File: config.mk
export PLATFORM = sky130hd
export DESIGN_NAME = cq_select_ctrl
export DESIGN_NICKNAME = d
export VERILOG_FILES = /design/src/hw/rtl/cq_pkg.sv /design/src/hw/rtl/cq_select_ctrl.sv
export SDC_FILE = /design/constraint.sdc
export NUM_CORES = 1
export LEC_CHECK = 0
export ABC_AREA = 1
export BUFFER_PORTS_ARGS = -buffer_cell sky130_fd_sc_hd__buf_2
export CORE_ASPECT_RATIO = 1.2
export CORE_MARGIN = 3
export CORE_UTILIZATION = 51
export CTS_CLUSTER_SIZE = 14
export DETAILED_ROUTE_END_ITERATION = 12
export PLACE_DENSITY = 0.75
export SLEW_MARGIN = 20
export SYNTH_ARGS = -nofsm -noshare
export SYNTH_HDL_FRONTEND = slang
export SYNTH_SLANG_ARGS = --single-unit
File: constraint.sdc
create_clock -name clock -period 8.6 [get_ports clock]
set_clock_uncertainty 0.15 [all_clocks]
set_input_delay 0.43 -clock clock [delete_from_list [all_inputs] [get_ports clock]]
set_output_delay 0.43 -clock clock [all_outputs]
set_load 0.01 [all_outputs]
File: src/hw/rtl/cq_pkg.sv
// ----------------------------------------------------------------------------
// cq_pkg: shared types and constants for the coordinate quickselect engine
// Record layout, request decode and the memory port bundle.
// ----------------------------------------------------------------------------
`default_nettype none

package cq_pkg;

   localparam int unsigned INDEX_W = 10;
   localparam int unsigned COORD_W = 32;
   localparam int unsigned TAG_W   = 10;
   localparam int unsigned DIM_W   = 2;
   localparam int unsigned TYPE_W  = 2;

   // Axis codes for the select key.
   localparam logic [DIM_W-1:0] DIM_X = 2'd0;
   localparam logic [DIM_W-1:0] DIM_Y = 2'd1;
   localparam logic [DIM_W-1:0] DIM_Z = 2'd2;

   typedef logic [INDEX_W-1:0] pos_type;

   // One point record; whole records move together.
   typedef struct packed {
      logic signed [COORD_W-1:0] x;
      logic signed [COORD_W-1:0] y;
      logic signed [COORD_W-1:0] z;
      logic [TAG_W-1:0]          tag;
   } rec_type;

   typedef enum logic [TYPE_W-1:0] {
      OP_WRITE  = 2'd0,
      OP_SELECT = 2'd1,
      OP_READ   = 2'd2,
      OP_NONE   = 2'd3
   } op_type;

   // Decoded request item.
   typedef struct packed {
      op_type           op;
      logic             refuse;
      pos_type          pos;
      logic [DIM_W-1:0] dim;
      pos_type          lo;
      pos_type          hi;
      pos_type          rank;
      rec_type          rec;
   } cmd_type;

   // One read and one write access per cycle on the record memory.
   typedef struct packed {
      logic    rd_en;
      pos_type rd_pos;
      logic    wr_en;
      pos_type wr_pos;
      rec_type wr_data;
   } mem_req_type;

   // Coordinate of a record on the selected axis.
   function automatic logic signed [COORD_W-1:0] key_of(rec_type rec,
                                                        logic [DIM_W-1:0] dim);
      logic signed [COORD_W-1:0] k;
      case (dim)
         DIM_X:   k = rec.x;
         DIM_Y:   k = rec.y;
         DIM_Z:   k = rec.z;
         default: k = rec.x;
      endcase
      return k;
   endfunction

endpackage

`default_nettype wire

File: src/hw/rtl/cq_select_ctrl.sv
// ----------------------------------------------------------------------------
// cq_select_ctrl: request sequencer
// Runs writes, reads and the Hoare-partition quickselect over the record
// memory, one access of each kind per cycle, and registers the result item.
// ----------------------------------------------------------------------------
`default_nettype none

module cq_select_ctrl (
   input  wire                  clock,
   input  wire                  reset,
   input  wire                  start,
   input  cq_pkg::cmd_type      cmd,
   output logic                 busy,
   output cq_pkg::mem_req_type  mem_req,
   input  cq_pkg::rec_type      rd_data,
   output logic                 rsp_valid,
   output cq_pkg::rec_type      rsp_rec,
   output logic                 rsp_status
);
   import cq_pkg::*;

   typedef enum logic [3:0] {
      S_IDLE,
      S_ROUND,
      S_PIVOT,
      S_PIVOT_SWAP,
      S_PIVOT_WB,
      S_ISCAN,
      S_JSCAN,
      S_SWAP_J,
      S_FIN_I,
      S_FIN_R,
      S_RESULT
   } state_type;

   state_type        state_ff, state_in;
   pos_type          l_ff, l_in;
   pos_type          r_ff, r_in;
   pos_type          k_ff, k_in;
   pos_type          i_ff, i_in;
   pos_type          j_ff, j_in;
   logic [DIM_W-1:0] dim_ff, dim_in;
   rec_type          piv_ff, piv_in;
   rec_type          reci_ff, reci_in;
   logic             rsp_valid_ff, rsp_valid_in;
   rec_type          rsp_rec_ff, rsp_rec_in;
   logic             rsp_status_ff, rsp_status_in;

   logic signed [COORD_W-1:0] pivot_key;
   logic signed [COORD_W-1:0] rd_key;

   assign pivot_key = key_of(piv_ff, dim_ff);
   assign rd_key    = key_of(rd_data, dim_ff);

   // Next-state logic and memory accesses.
   always_comb begin
      state_in      = state_ff;
      l_in          = l_ff;
      r_in          = r_ff;
      k_in          = k_ff;
      i_in          = i_ff;
      j_in          = j_ff;
      dim_in        = dim_ff;
      piv_in        = piv_ff;
      reci_in       = reci_ff;
      rsp_valid_in  = 1'b0;
      rsp_rec_in    = rsp_rec_ff;
      rsp_status_in = rsp_status_ff;
      mem_req       = '0;

      case (state_ff)
         S_IDLE: begin
            if (start) begin
               if (cmd.refuse) begin
                  rsp_valid_in  = 1'b1;
                  rsp_rec_in    = '0;
                  rsp_status_in = 1'b1;
               end else begin
                  case (cmd.op)
                     OP_WRITE: begin
                        mem_req.wr_en   = 1'b1;
                        mem_req.wr_pos  = cmd.pos;
                        mem_req.wr_data = cmd.rec;
                        rsp_valid_in    = 1'b1;
                        rsp_rec_in      = cmd.rec;
                        rsp_status_in   = 1'b0;
                     end
                     OP_READ: begin
                        mem_req.rd_en  = 1'b1;
                        mem_req.rd_pos = cmd.pos;
                        state_in       = S_RESULT;
                     end
                     OP_SELECT: begin
                        l_in     = cmd.lo;
                        r_in     = cmd.hi;
                        k_in     = cmd.rank;
                        dim_in   = cmd.dim;
                        state_in = S_ROUND;
                     end
                     default: begin
                        rsp_valid_in  = 1'b1;
                        rsp_rec_in    = '0;
                        rsp_status_in = 1'b1;
                     end
                  endcase
               end
            end
         end

         // Start a partition round, or fetch the record at the rank when done.
         S_ROUND: begin
            mem_req.rd_en  = 1'b1;
            mem_req.rd_pos = k_ff;
            if (r_ff > l_ff) begin
               state_in = S_PIVOT;
            end else begin
               state_in = S_RESULT;
            end
         end

         // Pivot record arrives; fetch the record at the range end.
         S_PIVOT: begin
            piv_in         = rd_data;
            mem_req.rd_en  = 1'b1;
            mem_req.rd_pos = r_ff;
            state_in       = S_PIVOT_SWAP;
         end

         S_PIVOT_SWAP: begin
            mem_req.wr_en   = 1'b1;
            mem_req.wr_pos  = k_ff;
            mem_req.wr_data = rd_data;
            state_in        = S_PIVOT_WB;
         end

         // Pivot goes to the range end; the left scan begins at the low end.
         S_PIVOT_WB: begin
            mem_req.wr_en   = 1'b1;
            mem_req.wr_pos  = r_ff;
            mem_req.wr_data = piv_ff;
            mem_req.rd_en   = 1'b1;
            mem_req.rd_pos  = l_ff;
            i_in            = l_ff;
            j_in            = r_ff;
            state_in        = S_ISCAN;
         end

         // Left scan: stop at a key not below the pivot or on meeting j.
         S_ISCAN: begin
            reci_in = rd_data;
            if ((rd_key >= pivot_key) || (i_ff == j_ff)) begin
               if (i_ff != j_ff) begin
                  mem_req.rd_en  = 1'b1;
                  mem_req.rd_pos = j_ff - 1'b1;
                  j_in           = j_ff - 1'b1;
                  state_in       = S_JSCAN;
               end else begin
                  state_in = S_FIN_I;
               end
            end else begin
               mem_req.rd_en  = 1'b1;
               mem_req.rd_pos = i_ff + 1'b1;
               i_in           = i_ff + 1'b1;
            end
         end

         // Right scan: stop at a key not above the pivot or on meeting i.
         S_JSCAN: begin
            if ((rd_key <= pivot_key) || (j_ff == i_ff)) begin
               if (j_ff != i_ff) begin
                  mem_req.wr_en   = 1'b1;
                  mem_req.wr_pos  = i_ff;
                  mem_req.wr_data = rd_data;
                  state_in        = S_SWAP_J;
               end else begin
                  state_in = S_FIN_I;
               end
            end else begin
               mem_req.rd_en  = 1'b1;
               mem_req.rd_pos = j_ff - 1'b1;
               j_in           = j_ff - 1'b1;
            end
         end

         // Second half of the swap; the left scan resumes at once.
         S_SWAP_J: begin
            mem_req.wr_en   = 1'b1;
            mem_req.wr_pos  = j_ff;
            mem_req.wr_data = reci_ff;
            mem_req.rd_en   = 1'b1;
            mem_req.rd_pos  = i_ff + 1'b1;
            i_in            = i_ff + 1'b1;
            state_in        = S_ISCAN;
         end

         // Pivot to the meeting point.
         S_FIN_I: begin
            mem_req.wr_en   = 1'b1;
            mem_req.wr_pos  = i_ff;
            mem_req.wr_data = piv_ff;
            state_in        = S_FIN_R;
         end

         // Displaced record to the range end; keep the side holding the rank.
         S_FIN_R: begin
            mem_req.wr_en   = 1'b1;
            mem_req.wr_pos  = r_ff;
            mem_req.wr_data = reci_ff;
            if (i_ff == k_ff) begin
               mem_req.rd_en  = 1'b1;
               mem_req.rd_pos = k_ff;
               state_in       = S_RESULT;
            end else if (i_ff > k_ff) begin
               r_in     = i_ff - 1'b1;
               state_in = S_ROUND;
            end else begin
               l_in     = i_ff + 1'b1;
               state_in = S_ROUND;
            end
         end

         S_RESULT: begin
            rsp_valid_in  = 1'b1;
            rsp_rec_in    = rd_data;
            rsp_status_in = 1'b0;
            state_in      = S_IDLE;
         end

         default: begin
            state_in = S_IDLE;
         end
      endcase
   end

   // State and registered outputs.
   always_ff @(posedge clock) begin
      if (reset) begin
         state_ff     <= S_IDLE;
         rsp_valid_ff <= 1'b0;
      end else begin
         state_ff     <= state_in;
         rsp_valid_ff <= rsp_valid_in;
      end
      l_ff          <= l_in;
      r_ff          <= r_in;
      k_ff          <= k_in;
      i_ff          <= i_in;
      j_ff          <= j_in;
      dim_ff        <= dim_in;
      piv_ff        <= piv_in;
      reci_ff       <= reci_in;
      rsp_rec_ff    <= rsp_rec_in;
      rsp_status_ff <= rsp_status_in;
   end

   assign busy       = (state_ff != S_IDLE);
   assign rsp_valid  = rsp_valid_ff;
   assign rsp_rec    = rsp_rec_ff;
   assign rsp_status = rsp_status_ff;

   // The scan pointers never cross, and stay inside the range.
   a_scan_order: assert property (@(posedge clock) disable iff (reset)
      ((state_ff == S_ISCAN) || (state_ff == S_JSCAN)) |-> (i_ff <= j_ff))
      else $error("scan pointers crossed");

   a_scan_bound: assert property (@(posedge clock) disable iff (reset)
      ((state_ff == S_ISCAN) || (state_ff == S_JSCAN)) |->
      ((j_ff <= r_ff) && (i_ff >= l_ff)))
      else $error("scan pointer left the range");

   // Leaving a busy phase always delivers its result item.
   a_done_resp: assert property (@(posedge clock) disable iff (reset)
      $fell(busy) |-> rsp_valid)
      else $error("busy phase ended without a result item");

   // A result item comes only from an accepted item or a finished fetch.
   a_resp_source: assert property (@(posedge clock) disable iff (reset)
      rsp_valid |-> $past((start && (state_ff == S_IDLE)) || (state_ff == S_RESULT)))
      else $error("result item without a cause");

   // The rank stays inside the active range whenever a pivot record arrives.
   a_round_bounds: assert property (@(posedge clock) disable iff (reset)
      (state_ff == S_PIVOT) |-> ((k_ff >= l_ff) && (k_ff <= r_ff)))
      else $error("rank left the active range");

endmodule

`default_nettype wire

Yosys cells after proc, flatten, opt, wreduce, memory -nomap -nowiden --
Index checks and enable logic that the tools add are counted.
Storage, ports and cells: register bits 376, input port bits 260
Cells by class: add/sub/neg operators 3, $lt $le $gt $ge 4, equality and inequality tests 32, bitwise gates (word level) 1, multiplexer cells 54, reductions and logical operators 18
Operators with widths (count):
- $pmux 117 s7 | 1
- $pmux 106 s2 | 2
- $mux 117 | 3
- $mux 128 | 2
- $mux 106 | 2
- $mux 10 | 14
- $pmux 32 s2 | 2
- $pmux 11 s8 | 1
- $pmux 10 s3 | 2
- $mux 11 | 5
- $pmux 10 s2 | 2
- $pmux 4 s9 | 1
- $ge 32x32->1 | 1
- $le 32x32->1 | 1
- $mux 4 | 8
- $eq 10x10->1 | 3
- $gt 10x10->1 | 2
- $ne 10x10->1 | 2
- $ne 2x2->1 const B | 10
- $sub 10x1->10 const B | 2
- $eq 4x3->1 const B | 4
- $eq 4x4->1 const B | 3
- $reduce_and 6->1 | 2
- $add 10x1->10 const B | 1
- other kinds (22) | 36

Logic depth before layout (Yosys ltp) --
depth in word-level cells 6, depth in mapped cells 28, mapped depth without buffers 25

Worst setup path after synthesis --
No wires, ideal clock.
path kind reg2out, from register state_ff[0], to output port mem_req[122] (netlist name), cell stages (with the launch flop) 9, arrival time 6.874 ns, slack 1.146 ns, path through dfxtp_1 > inv_1 > nor2_1 > inv_2 > nor2_1 > nand4_1 > nand2_1 > nand3_1 > nand3_1
RTL lines:
- start, declared | line cq_select_ctrl.sv:36 | state_type state_ff, state_in;
- start signal, assigned | line cq_select_ctrl.sv:241 | state_ff <= state_in;
- end, declared | line cq_select_ctrl.sv:14 | output cq_pkg::mem_req_type mem_req,

==> run_results.csv <==
group,metric,value,unit
cts,cts.root.buffer_cell,"sky130_fd_sc_hd__clkbuf_16",
die,initial_core_util,52.1,%
pwr,switching_share,27.2,%
worst_setup_path,criticalPathCategory,"flop to output port",
layout,area_growth,24.9,%
worst_setup_path,critical_path_fanouts_max,48,
worst_setup_path,critPathCaptureType,"output port",
layout,multiInputGateArea,7670,um2
pwr,netSwitchingPower,1.23,mW
yosys,ys.flop_type,"sky130_fd_sc_hd__edfxtp_1",
worst_setup_path,worstPathCellList,"inv_1, ha_2, buf_4, inv_2, buf_4, o221ai_1, o21ai_0, inv_1, ha_1, nand2_1, nor2_1, nand2_1, nor2_2, nand2_2, nand3_1, nand3_2, nand2_4, inv_6, nor2_8, inv_2, nand2_1, nand2_1, buf_2",
worst_setup_path,cp-start-kind,"flop",
die,die_w,188,um
pwr,total_leakage_power,10.8,nW
flow_run,cap_violations,0,
timing,grt_setup_unrepaired,"false",
timing,maxSlewHeadroom,26.4,%
layout,register_area,11200,um2
die,ioPinCount,497,
min_path,hold_class,"primary input to flop",
worst_setup_path,total_buffers_and_inverters_traversed_by_the_critical_path,8,
yosys,synth_enable_flop_cells,371,
yosys,synthArstFlopShare,0,%
placement,io_port_bufs,496,
layout,mostFrequentLayoutCell,"sky130_fd_sc_hd__buf_2",
worst_setup_path,cp.required,8.02,ns
global_routing,grt_start_max_net_pins,132,
timing,worst_slew_pin_slew,1.10,ns
global_routing,gr-total-overflow,0,
cts,number_of_sinks_on_the_clock_net,376,
die,placementRows,79,
layout,stdcell_area,25400,um2
yosys,ys.warnings.count,0,
pwr,vdd.ir_drop.worst,0.188,mV
layout,design.final.nets,2993,
timing,setup_violations,0,
run_status,status,"finished clean",
global_routing,number_of_antenna_violations_at_the_first_check_in_global_routing,10,
worst_setup_path,reg2reg_setup_slack,3.66,ns
routing,drt-wirelength-per-cell,25.5,um
global_routing,grt_first_pass_wirelength,119000,um
pwr,total_power,4.54,mW
yosys,yosysUniqueCellTypes,52,
worst_setup_path,largest_delay_contributor_family_on_the_critical_path,"buffers and inverters",
cts,cts_max_path_buffers,3,
worst_setup_path,timing.critical_path.arrival,6.50,ns
yosys,synthesis.instances,2137,
placement,gpl.final_weighted_congestion,0.973,
die,die_area,42300,um2
die,fp.coreArea,39000,um2
routing,detail_route.iter0.violations,2421,
cts,clk_pin_slew,0.07,ns
worst_setup_path,slowest_stage_cell_crit_path,"sky130_fd_sc_hd__nor2_8",
placement,place.detailed.hpwl,60400,um
timing,final-max-slew-violation-count,0,
cts,clock_tree.htree_level_count,2,
timing,tns,0,ns
timing,final_hold_vios,0,
layout,layout.cells.most_common_list,"sky130_fd_sc_hd__buf_2, sky130_fd_sc_hd__nand2_1, sky130_fd_sc_hd__edfxtp_1, sky130_fd_sc_hd__o21ai_0, sky130_fd_sc_hd__inv_1",
pwr,power.density_cell_area,179,nW/um2
cts,cts-buffers-inserted,39,
pwr,sequentialPowerShare,47.6,%
routing,drt.antenna.violating_nets,0,
cts,ctsResizeCount,0,
die,dieHeight,225,um
worst_setup_path,crit_path_frequent_cell,"sky130_fd_sc_hd__nand2_1",
cts,cts_tree,"built",
layout,final_cells,3235,
pwr,power.clock.fraction,37.1,%
routing,via_per_inst,6.11,
routing,drc,0,
global_routing,first_global_vias,19352,
layout,layout-drive-gt1-share,24.0,%
timing,fin_crit_sh,82.4,%
layout,fin_util,65.0,%
yosys,yosysSeqAreaShare,55.3,%
yosys,syn_avg_cell_area,9.51,um2
worst_setup_path,worst_path_largest_cell_delay,0.73,ns
routing,detail_route.first_pass.iterations,6,
routing,routed-via-count,19771,
placement,placed_area,23200,um2
layout,n_fill_cell,3219,
pwr,internal-power,3.30,mW
yosys,synth_seq_cells,376,
yosys,postSynthNetCount,2457,
timing,post-route-min-period,7.08,ns
yosys,syn-cell-area,20300,um2
cts,insertion_delay,0.56,ns
placement,place_inst,3063,
routing,detail_route.wirelength,82400,um
timing,max_freq,141,MHz
pwr,combPwrFrac,15.3,%
global_routing,groute.usage.overall,37.5,%
power groups by stage:
stage / clock network (mW) / registers [mW] / logic [mW]
after CTS: 1.69 / 2.16 / 0.682
after detailed placement: 0 / 2.20 / 0.644
final: 1.68 / 2.16 / 0.694
after global placement: 0 / 2.20 / 0.638
after global routing: 1.76 / 2.16 / 0.741
after floorplan: 0 / 2.22 / 0.294
layout make-up:
class                   instances  area share (%)
flip-flops and latches        376            44.3
repair buffers                614            14.3
inverters                     246            3.69
well taps                     526            2.59
diodes                          8          0.0789
clock inverters                23           0.813
multi-input cells            1396            30.2
clock buffers                  46            4.03
per-stage QoR:
stage                     hold slack [ns]  setup slack [ns]
final                              0.0146              1.52
after CTS                         0.00117              1.47
after detailed placement            0.408              2.10
after global routing              0.00408              1.11
after floorplan                     0.349              1.15
after global placement              0.397              2.30
registers in the layout, summed over array words and instances, names as in the netlist:
register	cells
state_ff	4
i_ff	10
rsp_status	1
l_ff	10
k_ff	10
reci_ff	106
rsp_valid	1
r_ff	10
j_ff	10
rsp_rec	106
piv_ff	106
dim_ff	2
layer usage:
metal / GRT usage, % / up-vias / wire, um
li1: - / 8687 / -
met1: 43.7 / 9406 / 28500
met2: 65.3 / 1372 / 40800
met3: 6.36 / 304 / 7450
met4: 22.0 / 2 / 5670
met5: 0 / - / 9
final timing paths:
check	from	end	cells past startpoint
min reg2reg	l_ff[6]	i_ff[6]	2
max	dim_ff[0]	mem_req[75]	23
min	rd_data[67]	piv_ff[67]	1
max reg2reg	dim_ff[0]	j_ff[8]	20
synthesized netlist by cell type (all sizes together), types with 16 or more instances:
| master | n | area share (%) |
|---|---|---|
| xor2 | 16 | 0.69 |
| o21ai | 314 | 8.3 |
| edfxtp | 371 | 55 |
| inv | 242 | 4.5 |
| ha | 60 | 3.7 |
| nand2 | 498 | 9.3 |
| clkbuf | 74 | 1.4 |
| a21oi | 61 | 1.5 |
| buf | 45 | 1.2 |
| o221ai | 35 | 1.5 |
| o22ai | 40 | 1.3 |
| nor2 | 142 | 2.9 |
| nand3 | 48 | 1.2 |
| a221oi | 100 | 4.3 |
what timing repair did:
action / 4_1_cts / 5_1_grt
endpoints found under the hold margin: 173 / 2
setup buffers: 0 / 0
hold buffers: 93 / 1
worst reg2reg max path, cell delays in order (launching register included):
cell	delay, ns
sky130_fd_sc_hd__edfxtp_1	0.42
sky130_fd_sc_hd__inv_1	0.08
sky130_fd_sc_hd__ha_2	0.26
sky130_fd_sc_hd__buf_4	0.27
sky130_fd_sc_hd__inv_2	0.58
sky130_fd_sc_hd__buf_4	0.47
sky130_fd_sc_hd__o221ai_1	0.26
sky130_fd_sc_hd__o21ai_0	0.16
sky130_fd_sc_hd__inv_1	0.07
sky130_fd_sc_hd__ha_1	0.27
sky130_fd_sc_hd__nand2_1	0.05
sky130_fd_sc_hd__nor2_1	0.16
sky130_fd_sc_hd__nand2_1	0.09
sky130_fd_sc_hd__nor2_2	0.14
sky130_fd_sc_hd__nand2_2	0.08
sky130_fd_sc_hd__nand2_2	0.07
sky130_fd_sc_hd__nand2_1	0.08
sky130_fd_sc_hd__nand4_1	0.41
sky130_fd_sc_hd__nand4_1	0.16
sky130_fd_sc_hd__a21oi_1	0.15
sky130_fd_sc_hd__buf_4	0.25
kinds of logic after synthesis:
group                      count (synthesis)  share of synthesized area [%]
and+or+nand+nor                          718                           14.2
AOI/OAI and AO/OA                        597                           18.7
DFF                                      376                           55.3
buffers and inverters                    365                           7.18
adders and majority gates                 60                           3.69
xor gates and xnor gates                  18                          0.776
muxes                                      3                          0.148
(Power assumes the default switching activity.)
